`src/tbsc_pkg.sv`:
```
`timescale 1ns / 1ps

package tbsc_pkg;

   localparam int NUM_BUTTONS = 8;
   localparam int NUM_BANKS = 3;
   localparam int NUM_GROUPS = 3;
   localparam int BANK_BITS = 2;
   localparam int SLOT_BITS = 4;

   localparam logic [BANK_BITS-1:0] BANK_FIRST = 2'd0;
   localparam logic [BANK_BITS-1:0] BANK_MIDDLE = 2'd1;
   localparam logic [BANK_BITS-1:0] BANK_LAST = 2'd2;
   localparam logic [BANK_BITS-1:0] BANK_UNUSED = 2'd3;

   localparam logic [SLOT_BITS-1:0] NO_BUTTON = 4'hF;
   localparam logic [7:0] CAL_ROUNDS_RESET = 8'd100;

   localparam int GRP_ONE = 0;
   localparam int GRP_FIVE = 1;
   localparam int GRP_SIX = 2;

   typedef struct packed {
      logic                 fire;
      logic [BANK_BITS-1:0] bank;
      logic [NUM_GROUPS-1:0] done;
      logic                 track_max;
      logic                 cal_next;
   } tbsc_ctl_type;

   // Button slot for a bank and group; bank 2 has no button on group six.
   function automatic logic [SLOT_BITS-1:0] slot_of(input logic [BANK_BITS-1:0] bank,
                                                    input logic [1:0] grp);
      logic [SLOT_BITS-1:0] slot;
      slot = NO_BUTTON;
      unique case ({bank, grp})
         {BANK_FIRST, 2'(GRP_ONE)}:   slot = 4'd0;
         {BANK_FIRST, 2'(GRP_FIVE)}:  slot = 4'd7;
         {BANK_FIRST, 2'(GRP_SIX)}:   slot = 4'd5;
         {BANK_MIDDLE, 2'(GRP_ONE)}:  slot = 4'd1;
         {BANK_MIDDLE, 2'(GRP_FIVE)}: slot = 4'd6;
         {BANK_MIDDLE, 2'(GRP_SIX)}:  slot = 4'd3;
         {BANK_LAST, 2'(GRP_ONE)}:    slot = 4'd4;
         {BANK_LAST, 2'(GRP_FIVE)}:   slot = 4'd2;
         default:                     slot = NO_BUTTON;
      endcase
      return slot;
   endfunction

endpackage

```
`src/tbsc_buttons.sv`:
```
`timescale 1ns / 1ps

module tbsc_buttons #(
   parameter int COUNT_BITS = 14
) (
   input  logic                          clock,
   input  logic                          reset,
   input  tbsc_pkg::tbsc_ctl_type        ctl,
   input  logic [COUNT_BITS-1:0]         g1_count,
   input  logic [COUNT_BITS-1:0]         g5_count,
   input  logic [COUNT_BITS-1:0]         g6_count,
   output logic [tbsc_pkg::NUM_BUTTONS-1:0] pressed_next
);

   logic [COUNT_BITS-1:0] counts_ff [tbsc_pkg::NUM_BUTTONS];
   logic [COUNT_BITS-1:0] counts_in [tbsc_pkg::NUM_BUTTONS];
   logic [COUNT_BITS-1:0] maxima_ff [tbsc_pkg::NUM_BUTTONS];
   logic [COUNT_BITS-1:0] maxima_in [tbsc_pkg::NUM_BUTTONS];
   logic [COUNT_BITS-1:0] grp_count [tbsc_pkg::NUM_GROUPS];

   assign grp_count[tbsc_pkg::GRP_ONE] = g1_count;
   assign grp_count[tbsc_pkg::GRP_FIVE] = g5_count;
   assign grp_count[tbsc_pkg::GRP_SIX] = g6_count;

   always_comb begin
      for (int i = 0; i < tbsc_pkg::NUM_BUTTONS; i++) begin
         counts_in[i] = counts_ff[i];
         for (int g = 0; g < tbsc_pkg::NUM_GROUPS; g++) begin
            if (ctl.done[g] &&
                tbsc_pkg::slot_of(ctl.bank, 2'(g)) == tbsc_pkg::SLOT_BITS'(i)) begin
               counts_in[i] = grp_count[g];
            end
         end
         if (ctl.track_max && counts_in[i] > maxima_ff[i]) begin
            maxima_in[i] = counts_in[i];
         end else begin
            maxima_in[i] = maxima_ff[i];
         end
         pressed_next[i] = !ctl.cal_next && (counts_in[i] < (maxima_in[i] >> 1));
      end
   end

   always_ff @(posedge clock) begin
      for (int i = 0; i < tbsc_pkg::NUM_BUTTONS; i++) begin
         if (reset) begin
            counts_ff[i] <= '0;
            maxima_ff[i] <= '0;
         end else if (ctl.fire) begin
            counts_ff[i] <= counts_in[i];
            maxima_ff[i] <= maxima_in[i];
         end
      end
   end

endmodule

```
`src/touch_button_scan_calibrate_unit.sv`:
```
`timescale 1ns / 1ps
// Path: an accepted item is held in the input register, then in the result register.
// Throughput: one item per cycle if rsp_stall is low; set by input and result registers.
// Reset: synchronous, active high; clears counts, maxima, bank, round count, both
// pipeline valids, sets calibration active and loads cal_rounds with 100.

module touch_button_scan_calibrate_unit #(
   parameter int COUNT_BITS = 14
) (
   input  logic                  clock,
   input  logic                  reset,
   input  logic                  csr_wr_en,
   input  logic [7:0]            csr_wr_data,
   input  logic                  req_valid,
   output logic                  req_stall,
   input  logic                  req_g1_done,
   input  logic [COUNT_BITS-1:0] req_g1_count,
   input  logic                  req_g5_done,
   input  logic [COUNT_BITS-1:0] req_g5_count,
   input  logic                  req_g6_done,
   input  logic [COUNT_BITS-1:0] req_g6_count,
   output logic                  rsp_valid,
   input  logic                  rsp_stall,
   output logic [7:0]            rsp_pressed_mask,
   output logic                  rsp_calibrating,
   output logic [7:0]            rsp_round_count,
   output logic [1:0]            rsp_next_bank
);

   logic [7:0]                 cal_rounds_val_ff;
   logic                       s1_valid_ff;
   logic [tbsc_pkg::NUM_GROUPS-1:0] s1_done_ff;
   logic [COUNT_BITS-1:0]      s1_g1_count_ff;
   logic [COUNT_BITS-1:0]      s1_g5_count_ff;
   logic [COUNT_BITS-1:0]      s1_g6_count_ff;
   logic [tbsc_pkg::BANK_BITS-1:0] bank_ff;
   logic [tbsc_pkg::BANK_BITS-1:0] bank_in;
   logic [7:0]                 rounds_ff;
   logic [7:0]                 rounds_in;
   logic                       cal_active_ff;
   logic                       cal_active_in;
   logic                       rsp_valid_ff;
   logic [7:0]                 rsp_pressed_mask_ff;
   logic                       rsp_calibrating_ff;
   logic [7:0]                 rsp_round_count_ff;
   logic [1:0]                 rsp_next_bank_ff;
   logic                       out_free;
   logic                       s1_fire;
   logic                       req_fire;
   logic [tbsc_pkg::NUM_BUTTONS-1:0] pressed_next;
   tbsc_pkg::tbsc_ctl_type     ctl;

   assign out_free = !rsp_valid_ff || !rsp_stall;
   assign s1_fire = s1_valid_ff && out_free;
   assign req_stall = s1_valid_ff && !out_free;
   assign req_fire = req_valid && !req_stall;

   always_ff @(posedge clock) begin
      if (reset) begin
         cal_rounds_val_ff <= tbsc_pkg::CAL_ROUNDS_RESET;
      end else if (csr_wr_en) begin
         cal_rounds_val_ff <= csr_wr_data;
      end
   end

   always_ff @(posedge clock) begin
      if (reset) begin
         s1_valid_ff <= 1'b0;
      end else if (req_fire) begin
         s1_valid_ff <= 1'b1;
      end else if (s1_fire) begin
         s1_valid_ff <= 1'b0;
      end
   end

   always_ff @(posedge clock) begin
      if (req_fire) begin
         s1_done_ff     <= {req_g6_done, req_g5_done, req_g1_done};
         s1_g1_count_ff <= req_g1_count;
         s1_g5_count_ff <= req_g5_count;
         s1_g6_count_ff <= req_g6_count;
      end
   end

   always_comb begin
      bank_in = bank_ff;
      rounds_in = rounds_ff;
      cal_active_in = cal_active_ff;
      if (bank_ff == tbsc_pkg::BANK_LAST) begin
         if (cal_active_ff && rounds_ff == cal_rounds_val_ff) begin
            cal_active_in = 1'b0;
         end
         rounds_in = rounds_ff + 8'd1;
         bank_in = tbsc_pkg::BANK_FIRST;
      end else if (bank_ff != tbsc_pkg::BANK_UNUSED) begin
         bank_in = bank_ff + 2'd1;
      end
      ctl.fire = s1_fire;
      ctl.bank = bank_ff;
      ctl.done = s1_done_ff;
      ctl.track_max = cal_active_ff && (bank_ff == tbsc_pkg::BANK_LAST);
      ctl.cal_next = cal_active_in;
   end

   tbsc_buttons #(
      .COUNT_BITS(COUNT_BITS)
   ) u_buttons (
      .clock        (clock),
      .reset        (reset),
      .ctl          (ctl),
      .g1_count     (s1_g1_count_ff),
      .g5_count     (s1_g5_count_ff),
      .g6_count     (s1_g6_count_ff),
      .pressed_next (pressed_next)
   );

   always_ff @(posedge clock) begin
      if (reset) begin
         bank_ff <= tbsc_pkg::BANK_FIRST;
         rounds_ff <= 8'd0;
         cal_active_ff <= 1'b1;
      end else if (s1_fire) begin
         bank_ff <= bank_in;
         rounds_ff <= rounds_in;
         cal_active_ff <= cal_active_in;
      end
   end

   always_ff @(posedge clock) begin
      if (reset) begin
         rsp_valid_ff <= 1'b0;
      end else if (s1_fire) begin
         rsp_valid_ff <= 1'b1;
      end else if (!rsp_stall) begin
         rsp_valid_ff <= 1'b0;
      end
   end

   always_ff @(posedge clock) begin
      if (s1_fire) begin
         rsp_pressed_mask_ff <= pressed_next;
         rsp_calibrating_ff  <= cal_active_in;
         rsp_round_count_ff  <= rounds_in;
         rsp_next_bank_ff    <= bank_in;
      end
   end

   assign rsp_valid = rsp_valid_ff;
   assign rsp_pressed_mask = rsp_pressed_mask_ff;
   assign rsp_calibrating = rsp_calibrating_ff;
   assign rsp_round_count = rsp_round_count_ff;
   assign rsp_next_bank = rsp_next_bank_ff;

   a_mask_zero_calibrating: assert property (@(posedge clock) disable iff (reset)
      rsp_valid_ff && rsp_calibrating_ff |-> rsp_pressed_mask_ff == 8'd0)
      else $error("pressed mask set while calibrating");

   a_bank_in_range: assert property (@(posedge clock) disable iff (reset)
      bank_ff != tbsc_pkg::BANK_UNUSED)
      else $error("bank index holds unused code");

   a_cal_stays_off: assert property (@(posedge clock) disable iff (reset)
      !cal_active_ff |=> !cal_active_ff)
      else $error("calibration restarted without reset");

   a_round_end: assert property (@(posedge clock) disable iff (reset)
      s1_fire && bank_ff == tbsc_pkg::BANK_LAST |=>
         bank_ff == tbsc_pkg::BANK_FIRST && rounds_ff == $past(rounds_ff) + 8'd1)
      else $error("round end did not wrap bank or advance round count");

endmodule
```
`config.mk`:
```
export PLATFORM = sky130hd
export DESIGN_NAME = touch_button_scan_calibrate_unit
export DESIGN_NICKNAME = d
export VERILOG_FILES = /design/src/tbsc_pkg.sv /design/src/tbsc_buttons.sv /design/src/touch_button_scan_calibrate_unit.sv
export SDC_FILE = /design/constraint.sdc
export NUM_CORES = 1
export LEC_CHECK = 0
export BUFFER_PORTS_ARGS = -buffer_cell sky130_fd_sc_hd__buf_2
export CELL_PAD_IN_SITES_DETAIL_PLACEMENT = 1
export CELL_PAD_IN_SITES_GLOBAL_PLACEMENT = 1
export CORE_ASPECT_RATIO = 0.9
export CORE_MARGIN = 5
export CORE_UTILIZATION = 44
export CTS_CLUSTER_SIZE = 20
export DETAILED_ROUTE_END_ITERATION = 8
export GPL_ROUTABILITY_DRIVEN = 0
export PLACE_DENSITY = 0.71
export SYNTH_ARGS = -nofsm -noshare
export SYNTH_HDL_FRONTEND = slang
export SYNTH_SLANG_ARGS = --single-unit
```
`constraint.sdc`:
```
create_clock -name clock -period 9.3 [get_ports clock]
set_input_delay 1.395 -clock clock [delete_from_list [all_inputs] [get_ports clock]]
set_output_delay 1.395 -clock clock [all_outputs]
set_load 0.005 [all_outputs]
```
# Yosys cells after proc, flatten, opt, wreduce, memory -nomap -nowiden
# Memory sizes are Yosys's and may differ from the RTL's.
# Cells that the tools add are included.
dict set report word_totals {
  n_memories 2
  ram_bits 224
  word_cells 197
  out_inout_bits 21
  reg_bits 85
}
dict set report op_classes {
  bitwise 16
  n_lt_le_gt_ge 16
  n_eq_ne 26
  addsub 2
  muxes 65
  n_reduce_logical 56
}
# name words word_bits read_ports rd_ports_with_merged_regs wr line_no
set memory_table {}
lappend memory_table {u_buttons.counts_ff 8 14 8 0 8 tbsc_buttons.sv:15} ;# logic [COUNT_BITS-1:0] counts_ff [tbsc_pkg::NUM_BUTTONS];
lappend memory_table {u_buttons.maxima_ff 8 14 8 0 8 tbsc_buttons.sv:17} ;# logic [COUNT_BITS-1:0] maxima_ff [tbsc_pkg::NUM_BUTTONS];
# cell n
set ops {}
lappend ops {{$mux W14} 48}
lappend ops {{$gt A14 B14 Y1} 8}
lappend ops {{$lt A14 B13 Y1} 8}
lappend ops {{$eq A4 B3 Y1 const B} 12}
lappend ops {{$logic_and A1 B1 Y1} 45}
lappend ops {{$eq A4 B2 Y1 const B} 6}
lappend ops {{$pmux W4 S3} 2}
lappend ops {{$or A1 B1 Y1} 16}
lappend ops {{$eq A4 B1 Y1 const B} 3}
lappend ops {{$logic_not A4 Y1} 3}
lappend ops {{$mux W1} 11}
lappend ops {{$add A8 B1 Y8 const B} 1}
lappend ops {{$eq A8 B8 Y1} 1}
lappend ops {{$mux W8} 1}
lappend ops {{$pmux W4 S2} 1}
lappend ops {{$logic_not A1 Y1} 5}
lappend ops {{$mux W2} 2}
lappend ops {{$add A2 B1 Y2 const B} 1}
lappend ops {{$eq A2 B1 Y1 const B} 1}
lappend ops {{$eq A2 B2 Y1 const B} 1}
lappend ops {{$logic_not A2 Y1} 1}
lappend ops {{$ne A2 B1 Y1 const B} 1}
lappend ops {{$ne A2 B2 Y1 const B} 1}
lappend ops {{$reduce_bool A2 Y1} 1}
lappend ops {{$logic_or A1 B1 Y1} 1}

# Logic depth before layout (Yosys ltp)
dict set report depth {
  depth_word 12
  depth_mapped 22
}

# Cells and area by module
# From an unflattened synthesis, not the netlist that was laid out.
dict set report unflattened {
  cells_unflattened 1692
  hier_area_um2 19387.3
}
# mod cells_each seq_area_each_um2 instances area_per_inst_um2
set by_module_without_submodules {}
lappend by_module_without_submodules {tbsc_buttons 1507 6726.5 1 16384.5}
lappend by_module_without_submodules {touch_button_scan_calibrate_unit 185 2342.2 1 3002.9}

# Least setup slack after synthesis
# No wires, ideal clock.
dict set report synth_path {
  kind {input to register}
  from {input reset}
  to {memory u_buttons.counts_ff[0][0], enable pin}
  stages 2
  setup_slack_ns 1.823
  n_path_buf 1
  setup_ns 0.615
  t_required_ns 8.685
  arrival_ns 6.862
  cell_sequence {clkbuf_1 nand2b_1}
}
# element line_no
set synth_lines {}
lappend synth_lines {{start: declaration} touch_button_scan_calibrate_unit.sv:11} ;# input logic reset,
lappend synth_lines {{end: declaration} tbsc_buttons.sv:15}

==> qor.csv <==
metric;value;unit
share of flip-flops with an asynchronous set or reset;0;%
initial antenna violation count;6;
RSZ-0062 raised after global routing;false;
FF-to-FF Start;bank_ff[1]$_SDFFE_PP0P_;
htree depth;2;
Remaining DRCs;0;
CP Capture Type;register;
WP depth;17;
dominant synthesized flop cell;edfxtp_1;
Total Routing Usage GR;21.0;%
largest net degree at the start of global routing;217;
Yosys cell types;63;
PwrDens;183;nW/um^2
Max Cap Viol;0;
first-pass GRT wire length;79800;um
CP Buf/Inv Count;1;
Final Core Density;49.6;%
post-CTS setup buffers;0;
sequential cell area fraction in the yosys report;47.4;%
CP Class;register to register;
final WL;50800;um
Least-Margin Pin Slew;1150;ps
synthesized flop and latch total;309;
Die X;230;um
Crit-path slowest cell;a21oi_2;
Slew Limit Fails;0;
Worst path top cell family by delay;compound AO/OA/AOI/OAI gates;
post-layout min period;6120;ps
worst-path maximum fanout;27;
min-delay worst type;register to register;
yosys warns;0;
Final HPWL DP;34700;um
I/O pin cnt;79;
post-synth top area cell;edfxtp_1;
Resized Gates After CTS;0;
latest clock arrival within the worst-skew pair;560;ps
status;finished clean;
total leakage power;8.53;nW
Final Instance Area;21300;um^2
clk buf depth;3;
CTS Root Cell;clkbuf_16;
clock sinks;309;
Reg2Reg Setup Slack;3180;ps
CTS tree;yes;
initial drt markers;731;
post-synthesis instance total;1698;
Core Region;43000;um^2
via count;13209;
Synth Net Count;1970;
Worst Path Arrival;6440;ps
layout cell share with drive strength beyond 1;13.0;%
IO Port Bufs;78;
P&R area growth vs syn;11.4;%
Slew HR;23.1;%
CP Launch Point;bank_ff[1]$_SDFFE_PP0P_;
total CTS buffers;38;
PnR Total Power;0.00390;W
clk slew on worst S/H paths;60;ps
mean routed wirelength per cell;21.7;um
count leader, synth;edfxtp_1;
skew final;18.4;ps
Post-Syn Area;19100;um^2
syn avg cell area;11.3;um^2
synth top area cells;edfxtp_1 (45%), ha_1 (14%), mux2i_1 (8.3%);
final hold violations;0;
CP peak stage delay;930;ps
worst setup path end;rsp_pressed_mask[1]$_DFFE_PP_;
grt total ovfl;0;
Setup-failing EPs final;0;
top cell type's share of synthesized area;45.2;%
die area;47700;um^2
1st-pass router iterations;5;
critical path cell sequence;inv_1 > ha_1 > nand3_1 > a21oi_1 > ha_1 > nand4_1 > nor3_1 > o31ai_1 > a21oi_2 > mux2i_1 > ha_1 > a21o_1 > nand3_1 > a21oi_1 > nor4b_1 > nand3_1 > o21ai_0;
Hold Slack;500;ps
row count;72;
Startpoint Class;register;
initial core utilization;44.5;%
Worst R2R End;rsp_pressed_mask[1]$_DFFE_PP_;
Synth top cells by count;edfxtp_1 (288), ha_1 (214), nor2_1 (190);
Reg2Reg Depth;17;
Nets;2031;
Hold Buf Count CTS;0;
Max rail drop VDD;0.000144;V
Final Cycle Share;65.8;%
Fmax;0.164;GHz
worst path required time;9620;ps
dpl cell area;20000;um^2
setup_tns;0;ps
die span in y;208;um
Via density;5.64;
Post-synth EDFFs;288;
remaining antenna violation count after routing;0;
vias in the first global route;13960;
## final cells by class
class	instances	area, um^2
flip-flops and latches	309	9070
well taps	555	694
repair buffers	87	470
clock buffers	52	1120
diodes	1	2.50
multi-input cells	1204	9290
fillers	4538	21700
inverters	119	447
clock inverters	17	221
## power by group
part	internal, W	total [W]	switching [W]
Clock	0.000980	0.00159	0.000613
Sequential	0.00161	0.00167	0.0000599
Combinational	0.000256	0.000641	0.000385
## layout by cell type (no fill, tap or decap), types with 5 or more instances in the layout
cell type  synthesis  layout
ha_1             214     214
a211o_1            6       6
bufinv_16          0       5
edfxtp_1         288     288
nand4_1           41      41
and4_1             5       5
clkbuf_1          35       5
o21ai_0           40      40
nor3_1             7       7
a21boi_0           7       7
o31a_1             7       7
xor2_1             6       6
inv_1            118     118
dfxtp_1           21      21
a211oi_1          10      10
mux2i_2            7       7
and2_1            10      10
nand2b_1           9       7
mux2_2            54      54
nor2_1           190     190
xnor2_1           14      14
clkbuf_8           0       7
a21o_1            37      37
a21oi_1          115     115
nor2b_1          113     112
nand3_1           33      33
clkinv_2           0       5
clkbuf_16          0      40
nand2_1           56      56
buf_2             17      78
buf_4              6       8
mux2i_1          158     158
## worst min-delay path by stage
stage / slack, ps / start / endpoint / cells after the start
after floorplan: 450 / s1_valid_ff$_SDFFE_PP0P_ / rsp_valid$_SDFFE_PP0P_ / 2
after global placement: 470 / s1_valid_ff$_SDFFE_PP0P_ / rsp_valid$_SDFFE_PP0P_ / 2
after detailed placement: 490 / s1_valid_ff$_SDFFE_PP0P_ / rsp_valid$_SDFFE_PP0P_ / 2
after CTS: 500 / s1_valid_ff$_SDFFE_PP0P_ / rsp_valid$_SDFFE_PP0P_ / 2
after global routing: 530 / s1_valid_ff$_SDFFE_PP0P_ / rsp_valid$_SDFFE_PP0P_ / 2
final: 500 / s1_valid_ff$_SDFFE_PP0P_ / rsp_valid$_SDFFE_PP0P_ / 2
## flip-flops by register name, summed over array words and instances (netlist names)
register	flops
bank_ff	2
cal_active_ff	1
cal_rounds_val_ff	8
rounds_ff	8
rsp_calibrating	1
rsp_next_bank	2
rsp_pressed_mask	8
rsp_round_count	8
rsp_valid	1
s1_done_ff	3
s1_g1_count_ff	14
s1_g5_count_ff	14
s1_g6_count_ff	14
s1_valid_ff	1
u_buttons.counts_ff	112
u_buttons.maxima_ff	112
## cell families after synthesis
group	after synthesis	share of synthesized area, %
AND/OR/NAND/NOR	480	12.4
flip-flops	309	47.4
AO/OA/AOI/OAI	271	9.18
multiplexers	219	12.0
adder cells (fa/ha/maj)	214	14.0
buffers and inverters	185	4.13
XOR/XNOR	20	0.916
## layer usage
metal | global-route usage [%] | part of all wire, % | vias up
li1 | - | - | 6337
met1 | 30.1 | 49 | 6599
met2 | 33.1 | 45 | 206
met3 | 4.32 | 4.9 | 61
met4 | 4.68 | 1.9 | 6
met5 | 0 | 0.093 | -
## tightest hold or removal path, delay by kind of cell, from the launching register on
kind | cells | cell delay [ps]
AO/OA/AOI/OAI | 1 | 50
flip-flops | 1 | 340
AND/OR/NAND/NOR | 1 | 70
## metrics by stage
step,std cells,worst slack [ps]
CTS,2343,3170
finish,2344,3180
detailed placement,2274,3230
floorplan,1698,1820
global route,2343,2560
global placement,2274,3390
(Power assumes the default switching activity.)
